<file path="src/kxy_pkg.sv">
package kxy_pkg;

  // default datapath precision and fixed field widths
  localparam int FRAC_BITS_DEF = 16;
  localparam int K_W = 16;
  localparam int KC_W = 15;
  localparam int OUT_W = 16;

  // accurate range of the cubic fit and its band splits
  localparam int K_MIN = 1667;
  localparam int K_MAX = 25000;
  localparam int K_SPLIT_HI = 4000;
  localparam int K_SPLIT_LO = 2222;

  // numerator of the reciprocal, u = 1000 / K
  localparam int RECIP_NUM = 1000;

  // coefficient scale of the decimal tables
  localparam longint DEC_DEN = 64'sd100000000;

  // y coefficient band codes
  localparam logic [1:0] Y_SET_A = 2'd0;
  localparam logic [1:0] Y_SET_B = 2'd1;
  localparam logic [1:0] Y_SET_C = 2'd2;

  typedef struct packed {
    logic       x_hi;
    logic [1:0] y_set;
  } kxy_sel_t;

  // decimal coefficients scaled by 1e8, order c3, c2, c1, c0
  localparam longint X_LO_DEC [4] = '{-26612390, -23435800, 87769560, 17991000};
  localparam longint X_HI_DEC [4] = '{-302584690, 210703790, 22263470, 24039000};
  localparam longint Y_A_DEC [4] = '{-110638140, -134811020, 218555832, -20219683};
  localparam longint Y_B_DEC [4] = '{-95494760, -137418593, 209137015, -16748867};
  localparam longint Y_C_DEC [4] = '{308175800, -587338670, 375112997, -37001483};

  // decimal coefficient to signed fixed point, ties away from zero
  function automatic longint coef_fx(longint d, int f);
    longint mag;
    longint q;
    mag = (d < 0) ? -d : d;
    q = ((mag <<< f) + DEC_DEN / 2) / DEC_DEN;
    return (d < 0) ? -q : q;
  endfunction

endpackage

</file>
<file path="src/kxy_horner.sv">
module kxy_horner import kxy_pkg::*; #(
  parameter int FRAC_BITS = FRAC_BITS_DEF,
  parameter int SW = 2
) (
  input  logic                             clk,
  input  logic                             rst,
  input  logic                             adv,
  input  logic                             in_valid,
  input  logic signed [FRAC_BITS+3:0]      v,
  input  logic [3:0][FRAC_BITS+3:0]        coef,
  input  logic [SW-1:0]                    side,
  output logic                             out_valid,
  output logic signed [FRAC_BITS+3:0]      acc_out,
  output logic [SW-1:0]                    out_side
);

  localparam int AW = FRAC_BITS + 4;
  localparam int PW = 2 * AW;
  localparam logic [PW-1:0] HALF = PW'(1) << (FRAC_BITS - 1);

  logic                     vld [7];
  logic signed [AW-1:0]     vv  [7];
  logic [3:0][AW-1:0]       cf  [7];
  logic [SW-1:0]            sd  [7];
  logic signed [AW-1:0]     acc [4];
  logic signed [PW-1:0]     prod [3];

  assign vld[0] = in_valid;
  assign vv[0]  = v;
  assign cf[0]  = coef;
  assign sd[0]  = side;
  assign acc[0] = $signed(coef[3]);

  for (genvar j = 0; j < 3; j++) begin : g_step
    logic signed [PW-1:0] rnd;
    logic signed [PW-1:0] shr;

    // round to nearest, ties away from zero
    assign rnd = prod[j] + $signed(HALF) - $signed(PW'(prod[j][PW-1]));
    assign shr = rnd >>> FRAC_BITS;

    always_ff @(posedge clk) begin
      if (rst) begin
        vld[2*j+1] <= 1'b0;
        vld[2*j+2] <= 1'b0;
      end else if (adv) begin
        vld[2*j+1] <= vld[2*j];
        vld[2*j+2] <= vld[2*j+1];
      end
    end

    // multiply stage, then round and add stage
    always_ff @(posedge clk) begin
      if (adv) begin
        prod[j]    <= acc[j] * vv[2*j];
        vv[2*j+1]  <= vv[2*j];
        cf[2*j+1]  <= cf[2*j];
        sd[2*j+1]  <= sd[2*j];
        acc[j+1]   <= shr[AW-1:0] + $signed(cf[2*j+1][2-j]);
        vv[2*j+2]  <= vv[2*j+1];
        cf[2*j+2]  <= cf[2*j+1];
        sd[2*j+2]  <= sd[2*j+1];
      end
    end
  end

  assign out_valid = vld[6];
  assign acc_out   = acc[3];
  assign out_side  = sd[6];

endmodule

</file>
<file path="config.mk">
export PLATFORM = sky130hd
export DESIGN_NAME = kxy_horner
export DESIGN_NICKNAME = d
export VERILOG_FILES = /design/src/kxy_pkg.sv /design/src/kxy_horner.sv
export SDC_FILE = /design/constraint.sdc
export NUM_CORES = 2
export LEC_CHECK = 0
export ABC_AREA = 0
export BUFFER_PORTS_ARGS = -buffer_cell sky130_fd_sc_hd__buf_2
export CORE_MARGIN = 2
export CORE_UTILIZATION = 45
export CTS_BUF_LIST = sky130_fd_sc_hd__clkbuf_8
export CTS_CLUSTER_SIZE = 28
export DETAILED_ROUTE_END_ITERATION = 8
export PLACE_DENSITY_LB_ADDON = 0.05
export SLEW_MARGIN = 15
export SYNTH_ARGS = -nofsm -noshare
export SYNTH_HDL_FRONTEND = slang
export SYNTH_SLANG_ARGS = --single-unit
</file>
<file path="constraint.sdc">
create_clock -name clk -period 16.3 [get_ports clk]
set_input_delay 3.26 -clock clk [delete_from_list [all_inputs] [get_ports clk]]
set_output_delay 3.26 -clock clk [all_outputs]
set_load 0.02 [all_outputs]
</file>
## Yosys cells after proc, flatten, opt, wreduce, memory -nomap -nowiden

Memory sizes are Yosys's and may differ from the RTL's.
Index checks and enable logic that the tools add are counted.

- Bits in writable memories: 120
- Output and inout bits: 23
- Input bits: 106
- Memories: 1
- Register bits after elaboration: 338

- Multipliers: 3
- $add $sub $neg: 9
- Multiplexer cells: 2

Memory list:

| memory | depth | bits a word | read ports | clocked after memory_dff | wr ports | line | text |
|---|---|---|---|---|---|---|---|
| prod | 3 | 40 | 3 | 0 | 3 | kxy_horner.sv:26 | `logic signed [PW-1:0] prod [3];` |

Operators by type and width:

| cell | count |
|---|---|
| $mul 20x20->40 | 3 |
| $add 36x17->36 const B | 3 |
| $sub 36x2->36 | 3 |
| $add 20x20->20 | 3 |
| $mux 1 | 2 |

## Longest topological paths before layout

- Word-level depth: 3
- Gate-level depth with buffers: 29
- Gate-level depth less buffers: 27

## Worst setup path after synthesis

OpenSTA, ideal clock, no wires.

- Kind: input to register
- Start point: input v[6]
- End point: memory prod[0][39] (netlist bit) (data pin)
- Data arrival time: 9.876 ns
- Stages on the path: 26
- Setup slack: 6.164 ns
- Buffers on the path: 2
- Required time: 16.040 ns
- Library setup time: 0.260 ns
- Cells stage by stage: clkbuf_1 > clkbuf_1 > nand2_1 > fa_1 > inv_1 > fa_1 > inv_1 > fa_1 > inv_1 > fa_1 > fa_1 > fa_1 > inv_1 > fa_1 > inv_1 > ha_1 > and3_1 > nand2_1 > a211o_1 > a21oi_2 > a41o_1 > nor3b_2 > nor4b_1 > or4_4 > o31ai_2 > xnor2_1

RTL lines:

| element | line | text |
|---|---|---|
| from (decl) | kxy_horner.sv:9 | `input logic signed [FRAC_BITS+3:0] v,` |
| to (decl) | kxy_horner.sv:26 |  |

==> qor.yml <==
sta:
  finalSetupTns_ns: 0
  max_clock_freq_ghz: 0.100
  final_period_minus_worst_setup_slack_ns: 9.98
  slew-limit-headroom: 0.228
  unrepaired_setup_endpoints_after_global_routing: "no"
  worstMarginPinSlew_ns: 1.16
  timing.clock.skew_ns: 0.105
  post-route-period-util: 0.613
  finalSetupViolations: 0
  timing.final.hold_violations: 0
  slew_viol_final: 0
grt:
  grt_pass1_vias: 45551
  grt-ovfl-total: 0
  grt_antenna_before_repair: 5
  grt_pass1_wl_um: 251000
  grt_usage: 0.221
  grt_max_degree: 140
yosys:
  postSynthRegisterBits: 449
  synth_largest_area_cell: "fa_1"
  synth-edff-count: 443
  yosysWarnings: 0
  yosysSeqAreaShare: 0.208
  syn-num-nets: 8083
  ys.flop_type: "edfxtp_1"
  asyncSetResetFlopFracSynth: 0
  synth.top_cell.area_share: 0.391
  avgSynthCellArea_sq_um: 10.4
  netlist_top_cells_area: "fa_1 39%, edfxtp_1 21%, ha_1 9.3%, inv_1 8.3%, and2_1 6.2%"
  synthesis.area_sq_mm: 0.0647
  synth.lib_cells_used.distinct: 72
  synth_cells: 6234
worst_setup_path:
  worst-path-max-fanout: 21
  kind_of_cell_adding_the_most_delay_to_the_critical_path: "adder cells"
  timing.critical_path.slowest_stage_cell: "fa_1"
  crit_type: "primary input to register"
  cpMostUsedCell: "fa_1"
  worst_setup_path_end_kind: "register"
  cp.arrival_ns: 10.49
  critical_path_buf_inv_count: 6
  cp_data_required_time_ns: 16.81
  worst_setup_path_start_kind: "primary input"
  cp_slowest_stage_delay_ns: 0.58
finish:
  mostFrequentLayoutCell: "inv_1"
  mostFrequentLayoutCells: "1,449 x inv_1, 1,263 x fa_1, 639 x and2_1, 574 x nand2_1, 480 x ha_1"
  final_nets: 8066
  share_of_post_route_cells_with_drive_strength_above_1: 0.0468
  area.growth.synth_to_final_pct: 6.37
clocking:
  post_cts_buffers: 0
  max-clock-path-buffers: 3
  cts_tree: "done"
  htree_levels: 3
  post_cts_repair_resize_count: 0
  clock_latency_ns: 0.80
  cts_buffers: 85
  cts_hold_repair.buffers: 0
  cts.clk_slew.worst_paths_ns: 0.05
  ctsRootBufferMaster: "clkbuf_8"
  cts.sinks: 449
placed_design:
  numPortBuffers: 128
  routabilityCongestion: 0.818
  place.detailed.hpwl_um: 120000
detailed_routing:
  drt_first_iter_violations: 1891
  drc: 0
  final_routed_wire_length_divided_by_cell_count_um: 18.6
  route.vias.total: 40809
  average_via_count_per_standard_cell: 4.98
  antenna_violating_nets_post_route: 0
  drt-pass1-iter-count: 5
  routed_wl_um: 152000
floorplan:
  die_h_um: 383
  boundaryPins: 129
  start_util: 0.452
  placeableCoreArea_sq_mm: 0.143
  die_w_um: 383
  floorplan.die_area_sq_mm: 0.147
  placementRows: 139
job:
  timing.max_cap.violations: 0
outcome:
  status: "finished, final reports clean"
min_path:
  hold_class: "register to register"
## through the flow
step	util	hold slack, ns	cell area [sq um]	worst slack, ns	cells
detailed placement	0.467	0.405	66900	5.52	8033
CTS	0.481	0.343	68800	6.40	8185
finish	0.481	0.368	68800	6.32	8190
global placement	0.467	0.401	66900	5.62	8033
global route	0.481	0.372	68800	5.99	8186
floorplan	-	0.400	64700	6.16	6234
## state kept, by name (all words and copies together) (netlist names)
signal / flops
acc: 40
acc_out: 20
cf: 180
out_side: 2
out_valid: 1
prod: 111
sd: 10
vld: 5
vv: 80
## worst reg2reg max path: stages, from the launching register on
cell	delay, ns
edfxtp_1	0.90
nand2_1	0.29
fa_1	0.65
fa_1	0.58
inv_1	0.06
fa_1	0.79
inv_1	0.36
fa_1	0.57
inv_1	0.05
fa_1	0.53
inv_1	0.05
fa_1	0.46
fa_1	0.52
inv_1	0.05
ha_1	0.35
nand4_1	0.16
or2_2	0.13
nor2_1	0.05
a211o_1	0.27
a31oi_1	0.19
o31ai_1	0.16
a21oi_1	0.32
nor2b_1	0.18
o21ai_1	0.11
xnor2_1	0.62
## cell type report
type                       instances  area [sq um]
inverter                        1431          5370
tap                             1903          2380
fill                           13519         74300
sequential                       449         13400
multi-input combinational       4093         44800
clock buffer                      85          1170
clock inverter                    67           739
antenna                            5          12.5
timing repair buffer             157           881
## kinds of logic after synthesis
family / count (synthesis) / share of synthesized area
compound gates: 510 / 0.0509
xor+xnor: 242 / 0.0328
fa+ha+maj: 1743 / 0.484
buf+inv: 1692 / 0.0995
flops: 449 / 0.208
mux: 6 / 0.000929
simple gates: 1592 / 0.125
## worst paths after layout
| check | start | endpoint | slack (ns) | depth (start not counted) |
|---|---|---|---|---|
| max | v[5] | prod[0][39] | 6.32 | 25 |
| min | vv[68] | vv[48] | 0.37 | 0 |
| max reg2reg | vv[42] | prod[0][119] | 7.66 | 24 |
| min reg2reg | vv[68] | vv[48] | 0.37 | 0 |
## layer usage
layer,wire length (um),GRT usage
met1,65900,0.286
met4,4590,0.0647
met5,0,0
met3,4730,0.0244
met2,77100,0.389
## cell usage after synthesis, types with 7 or more instances
cell type	count
a211o_1	9
xnor2_1	188
and3_1	23
or3_1	11
a21o_1	83
xor2_1	54
a21oi_1	171
nand3_1	34
nor2_1	162
nor3_1	40
o21bai_1	32
o21ai_1	27
a2111oi_0	7
or4_1	7
buf_4	22
nor2b_1	24
nand2_1	574
nand4_1	12
o21ai_0	60
clkbuf_1	237
edfxtp_1	443
a31oi_1	12
a211oi_1	12
and2_1	639
inv_1	1431
o41ai_1	7
nand2b_1	45
ha_1	480
o21a_1	31
fa_1	1263
Power is left out: the tool's default activity adds up to more than one toggle a clock period on the data nets, which glitch-free logic cannot reach.
