--- config.mk ---
export PLATFORM = sky130hd
export DESIGN_NAME = kxy_recip
export DESIGN_NICKNAME = d
export VERILOG_FILES = /design/src/kxy_pkg.sv /design/src/kxy_recip.sv
export SDC_FILE = /design/constraint.sdc
export NUM_CORES = 2
export LEC_CHECK = 0
export BUFFER_PORTS_ARGS = -buffer_cell sky130_fd_sc_hd__buf_2
export CELL_PAD_IN_SITES_DETAIL_PLACEMENT = 2
export CELL_PAD_IN_SITES_GLOBAL_PLACEMENT = 2
export CORE_MARGIN = 2
export CORE_UTILIZATION = 41
export CTS_CLUSTER_SIZE = 20
export DETAILED_ROUTE_END_ITERATION = 8
export GPL_TIMING_DRIVEN = 0
export PLACE_DENSITY = 0.77
export SKIP_CTS_REPAIR_TIMING = 1
export SYNTH_ARGS = -nofsm -noshare
export SYNTH_HDL_FRONTEND = slang
export SYNTH_SLANG_ARGS = --single-unit
export TNS_END_PERCENT = 100
--- constraint.sdc ---
create_clock -name clk -period 2.82 [get_ports clk]
set_input_delay 0.141 -clock clk [delete_from_list [all_inputs] [get_ports clk]]
set_output_delay 0.141 -clock clk [all_outputs]
set_load 0.02 [all_outputs]
--- src/kxy_pkg.sv ---
package kxy_pkg;

  // default datapath precision and fixed field widths
  localparam int FRAC_BITS_DEF = 16;
  localparam int K_W = 16;
  localparam int KC_W = 15;
  localparam int OUT_W = 16;

  // accurate range of the cubic fit and its band splits
  localparam int K_MIN = 1667;
  localparam int K_MAX = 25000;
  localparam int K_SPLIT_HI = 4000;
  localparam int K_SPLIT_LO = 2222;

  // numerator of the reciprocal, u = 1000 / K
  localparam int RECIP_NUM = 1000;

  // coefficient scale of the decimal tables
  localparam longint DEC_DEN = 64'sd100000000;

  // y coefficient band codes
  localparam logic [1:0] Y_SET_A = 2'd0;
  localparam logic [1:0] Y_SET_B = 2'd1;
  localparam logic [1:0] Y_SET_C = 2'd2;

  typedef struct packed {
    logic       x_hi;
    logic [1:0] y_set;
  } kxy_sel_t;

  // decimal coefficients scaled by 1e8, order c3, c2, c1, c0
  localparam longint X_LO_DEC [4] = '{-26612390, -23435800, 87769560, 17991000};
  localparam longint X_HI_DEC [4] = '{-302584690, 210703790, 22263470, 24039000};
  localparam longint Y_A_DEC [4] = '{-110638140, -134811020, 218555832, -20219683};
  localparam longint Y_B_DEC [4] = '{-95494760, -137418593, 209137015, -16748867};
  localparam longint Y_C_DEC [4] = '{308175800, -587338670, 375112997, -37001483};

  // decimal coefficient to signed fixed point, ties away from zero
  function automatic longint coef_fx(longint d, int f);
    longint mag;
    longint q;
    mag = (d < 0) ? -d : d;
    q = ((mag <<< f) + DEC_DEN / 2) / DEC_DEN;
    return (d < 0) ? -q : q;
  endfunction

endpackage

--- src/kxy_recip.sv ---
module kxy_recip import kxy_pkg::*; #(
  parameter int FRAC_BITS = FRAC_BITS_DEF,
  parameter int SW = 3
) (
  input  logic                  clk,
  input  logic                  rst,
  input  logic                  adv,
  input  logic                  in_valid,
  input  logic [KC_W-1:0]       k,
  input  logic [FRAC_BITS+9:0]  num,
  input  logic [SW-1:0]         side,
  output logic                  out_valid,
  output logic [FRAC_BITS-1:0]  u,
  output logic [SW-1:0]         out_side
);

  localparam int NW = FRAC_BITS + 10;

  logic              vld  [NW+1];
  logic [KC_W-1:0]   rem  [NW+1];
  logic [NW-1:0]     numr [NW+1];
  logic [NW-1:0]     quo  [NW+1];
  logic [KC_W-1:0]   kr   [NW+1];
  logic [SW-1:0]     sd   [NW+1];

  // stage zero is the incoming beat
  assign vld[0]  = in_valid;
  assign rem[0]  = '0;
  assign numr[0] = num;
  assign quo[0]  = '0;
  assign kr[0]   = k;
  assign sd[0]   = side;

  // one restoring quotient bit per stage
  for (genvar s = 0; s < NW; s++) begin : g_stage
    logic [KC_W:0] r2;
    logic          ge;

    assign r2 = {rem[s], numr[s][NW-1]};
    assign ge = (r2 >= {1'b0, kr[s]});

    always_ff @(posedge clk) begin
      if (rst) begin
        vld[s+1] <= 1'b0;
      end else if (adv) begin
        vld[s+1] <= vld[s];
      end
    end

    always_ff @(posedge clk) begin
      if (adv) begin
        rem[s+1]  <= ge ? KC_W'(r2 - {1'b0, kr[s]}) : r2[KC_W-1:0];
        numr[s+1] <= {numr[s][NW-2:0], 1'b0};
        quo[s+1]  <= {quo[s][NW-2:0], ge};
        kr[s+1]   <= kr[s];
        sd[s+1]   <= sd[s];
      end
    end
  end

  // quotient stays below 2^F over the clamped range
  assign out_valid = vld[NW];
  assign u         = quo[NW][FRAC_BITS-1:0];
  assign out_side  = sd[NW];

endmodule

[Word-level counts from Yosys, hierarchy flattened]
Cells that the tools add are included.
Storage, ports and cells
  register bits: 1315
  input port bits: 48
  logic and storage cells: 220
Cells by class
  $add $sub $neg: 25
  $lt $le $gt $ge: 26
  mux-type cells: 25
Operators with widths (number)
  $ge 16x15->1: 25
  $mux 15: 24
  $sub 15x15->15: 24
  $ge 1x15->1: 1
  $sub 1x15->15: 1
  $mux 1: 1

[Longest topological paths before layout]
  depth after elaboration: 2
  gate-level depth with buffers: 11

[Worst setup path before layout]
No wires, ideal clock.
  kind: reg-to-reg
  start point: register kr[165] in the netlist's numbering
  end point: register rem (netlist bit g_stage[16].r2[11]), data pin
  clock period less this slack: 2845 ps
  stages on the path, launching flop included: 11
  buffers on the path: 1
  data required time: 2560 ps
  setup slack: -25 ps
  arrival: 2585 ps
  library setup time: 260 ps
  cells stage by stage: edfxtp_1 > ha_1 > fa_1 > nand2b_1 > a21oi_1 > o21ai_0 > a31o_2 > and2_1 > inv_1 > buf_2 > mux2_2
Between the ends
  longest elaborated chain between the ends: 2
  elaborated cells between the ends (all ways): 3
  classes of those cells: add/sub: 1; order compare: 1; mux: 1
Ends and longest elaborated chain
  start, declared: line kxy_recip.sv:23  | logic [KC_W-1:0] kr [NW+1];
  start signal, assigned by index: line kxy_recip.sv:55  | kr[s+1] <= kr[s];
  $ge 16x15->1: line kxy_recip.sv:40  | assign ge = (r2 >= {1'b0, kr[s]});
  named net g_stage[15].ge: line kxy_recip.sv:37  | logic ge;
  $mux 15: line kxy_recip.sv:52  | rem[s+1] <= ge ? KC_W'(r2 - {1'b0, kr[s]}) : r2[KC_W-1:0];
  end signal, assigned by index: line kxy_recip.sv:52
  end, declared: line kxy_recip.sv:20  | logic [KC_W-1:0] rem [NW+1];
The timed path passes the listed nets, and every way through them passes these cells.
A chain may end at the register's enable or synchronous reset.

[Worst setup path after layout]
  start point: register rem (netlist bit g_stage[20].r2[7])
  end point: register rem (netlist bit g_stage[21].r2[15]), data pin
Between the ends
  longest elaborated chain between the ends: 2
  elaborated cells between the ends (all ways): 3
  classes of those cells: add/sub: 1; order compare: 1; mux: 1
Ends and longest elaborated chain (line)
  $sub 15x15->15 / $ge 16x15->1 (equally long branches): kxy_recip.sv:52, kxy_recip.sv:40
  $mux 15 (*): kxy_recip.sv:52
Every way passes the cells marked *; elsewhere a longest branch is shown, timed or not.

==> summary.md <==
| Metric | Value |
|---|---|
| Clk_lat worst skew | `790 ps` |
| Final setup fails | `89` |
| R2R depth | `7` |
| FMAX | `328 MHz` |
| Vias per cell | `5.65` |
| Initial Util | `0.414` |
| Worst Path Class, Setup | `reg2reg` |
| Crit path DAT | `3550 ps` |
| Cells after Synth | `4919` |
| Die area | `0.159 mm²` |
| Most frequent cells in the layout | `edfxtp_1 (1289), inv_1 (477), ha_1 (328)` |
| Startpoint Class | `flip-flop` |
| Avg WL per Cell | `26.0 µm` |
| Area of the mapped netlist | `0.0638 mm²` |
| Post-route clock period utilization | `1.08` |
| Vias in the first global route | `45500` |
| RSZ-0062 raised after global routing | `yes` |
| Initial antenna violation count | `2` |
| Reg2reg end | `g_stage[21].r2[15]` |
| H-Tree Level Count | `4` |
| Worst hold path class | `in2reg` |
| Top Ports | `68` |
| # rows | `144` |
| Worst Hold Path Cells | `2` |
| R2r setup slk | `-230 ps` |
| Overall power | `91.6 mW` |
| Clock Skews | `33.0 ps` |
| Top_reg_cell synth | `edfxtp_1` |
| Residual DRC | `0` |
| CTS tree | `done` |
| Pre-CTS setup slack | `-935 ps` |
| HPWL Detailed | `125000 µm` |
| Die Y | `398 µm` |
| First-pass GRT wire length | `271000 µm` |
| Overall routing resource usage | `0.220` |
| Hold path startpoint | `adv` |
| Failing checks | `hold timing, setup timing` |
| Yosys warnings | `0` |
| Critical R2R Launch | `g_stage[20].r2[7]` |
| Fin crit period | `3050 ps` |
| Area Overhead vs Synth | `19.0%` |
| Slack of the critical path | `-226 ps` |
| Synth Area per Inst | `13.0 µm²` |
| Leak | `29.4 nW` |
| Commonest non-fill, non-tap cell in the layout | `edfxtp_1` |
| Worst slew pin tran | `1010 ps` |
| Diode count | `0` |
| # clock sinks | `1315` |
| Antenna-violating nets left | `0` |
| WHS Endpoint | `kr[376]` |
| Die Span X | `398 µm` |
| VDD IR max | `0.509 mV` |
| Fillers | `14700` |
| GP Congestion | `0.837` |
| Crit end category | `flip-flop` |
| Clk pin slew, worst setup/hold paths | `70 ps` |
| Endpoints failing hold | `6` |
| Count of cell types in the netlist | `91` |
| Inserted Clock Buffers | `152` |
| Req. time, crit path | `3330 ps` |
| Status | `complete, but fails checks` |
| Routed WL | `196000 µm` |
| GR Overflow Total | `0` |
| Layout Nets | `5809` |
| Maxcap violations | `0` |
| Post-synth EDFFs | `1289` |
| Design area | `0.0759 mm²` |
| Starting DRC count in detailed routing | `2804` |
| Via count | `42500` |
| Post-DP Area | `0.0669 mm²` |
| DRT Pass-1 Iters | `5` |
| PwrDens | `1210 mW/mm²` |
| Seq/Total Area, Yosys | `0.615` |
| Slew HR | `0.324` |
| Share of cells above drive strength 1 | `0.185` |
| Syn nets | `5368` |
| Slew Limit Fails | `0` |
| Port bufs | `66` |
| Maximum buffer depth of the clock tree | `3` |
| Largest net degree at the start of global routing | `181` |
| Hold Slack | `-24.5 ps` |
| Core Box Area | `0.154 mm²` |
| Clock root buffer | `clkbuf_16` |
| Synthesized flop and latch total | `1315` |
| CP max FO | `5` |
| Synth async-reset ratio | `0` |
-- area by class of cell --
class / count / area [µm²] / share of cell area
Buffer: 86 / 727 / 0.00958
Clock buffer: 198 / 4150 / 0.0546
Clock inverter: 71 / 727 / 0.00958
Inverter: 490 / 1850 / 0.0244
Multi-Input combinational cell: 3010 / 23900 / 0.315
Sequential cell: 1315 / 39200 / 0.517
Tap cell: 2044 / 2560 / 0.0337
Timing Repair Buffer: 305 / 2750 / 0.0363
-- Yosys cell counts, drive strengths merged (7+ instances only) --
cell	count	area, µm²
a311oi	9	78.8
xor2	91	797
nand2b	45	282
nor2b	60	375
o21bai	22	165
o2111ai	9	78.8
mux2i	65	651
nand2	262	986
inv	489	1840
nor3	68	340
nor4	41	257
a211oi	65	508
dfxtp	26	521
a21o	74	556
a211o	14	123
a31oi	39	256
a21boi	9	67.6
or2	16	100
a21oi	291	1460
nand4	54	338
and3	20	130
o31ai	39	312
o22ai	11	75.1
o221ai	9	78.8
o41ai	9	78.8
o211a	10	100
o21ai	265	1330
buf	53	367
clkbuf	52	195
edfxtp	1289	38700
and4	10	88.8
nand3b	8	60.1
xnor2	129	1130
a2111oi	7	61.3
o211ai	29	223
nand3	62	310
fa	24	480
or3	20	125
nor2	307	1150
ha	377	4720
o21a	90	676
mux2	221	2490
and2	17	106
o31a	36	315
-- sequential cells by signal, summed over array words and instances, names as in the netlist --
register	count
g_stage.r2	400
kr	375
numr	300
out_side	3
out_valid	1
quo	120
sd	75
u	16
vld	25
-- per-layer routing --
layer  wire length (µm)  vias up  GRT usage
li1                   -    19200          -
met1              77300    21800      0.261
met2             104000      991      0.406
met3               6020      447     0.0284
met4               8010        0     0.0745
met5                  0        -          0
-- cell families after synthesis --
family / count (synthesis) / synth area share
compound gates: 1096 / 0.111
xor+xnor: 220 / 0.0302
fa+ha+maj: 401 / 0.0815
buf+inv: 595 / 0.0376
flops: 1315 / 0.615
mux: 286 / 0.0492
simple gates: 1006 / 0.0751
-- worst max path at each step --
stage                         endpoint  cells past startpoint  slack [ps]               from
floorplan           g_stage[17].r2[10]                      9          20            kr[150]
global route        g_stage[21].r2[15]                      7        -290  g_stage[20].r2[7]
global placement                 u[13]                      1      -18480                adv
detailed placement   g_stage[11].r2[2]                      8        -940            kr[240]
finish              g_stage[21].r2[15]                      7        -230  g_stage[20].r2[7]
CTS                 g_stage[21].r2[11]                      9        -990             kr[90]
-- report_power, final --
part           leakage [nW]  total, mW  switching (mW)  internal (mW)
Combinational          14.2       41.7            23.5           18.2
Clock                  2.39       19.9            8.27           11.6
Sequential             12.8       30.0            2.78           27.2
Total                  29.4       91.6            34.5           57.1
-- critical path, stage by stage, from the launching register on --
cell and delay (ps):
edfxtp_1 490, ha_1 410, a21oi_1 390, o21ai_0 220, a221oi_1 500, o221ai_1 240
xor2_1 200, mux2_2 310
-- metrics by stage --
stage          setup TNS, ps   util  std cells
6_report               -5590  0.492       7519
5_1_grt               -13170  0.492       7519
4_1_cts              -185800  0.465       7306
3_5_place_dp         -331590  0.434       7037
3_3_place_gp               -  0.432       7029
2_1_floorplan              0      -       4919
(Power assumes the default switching activity.)
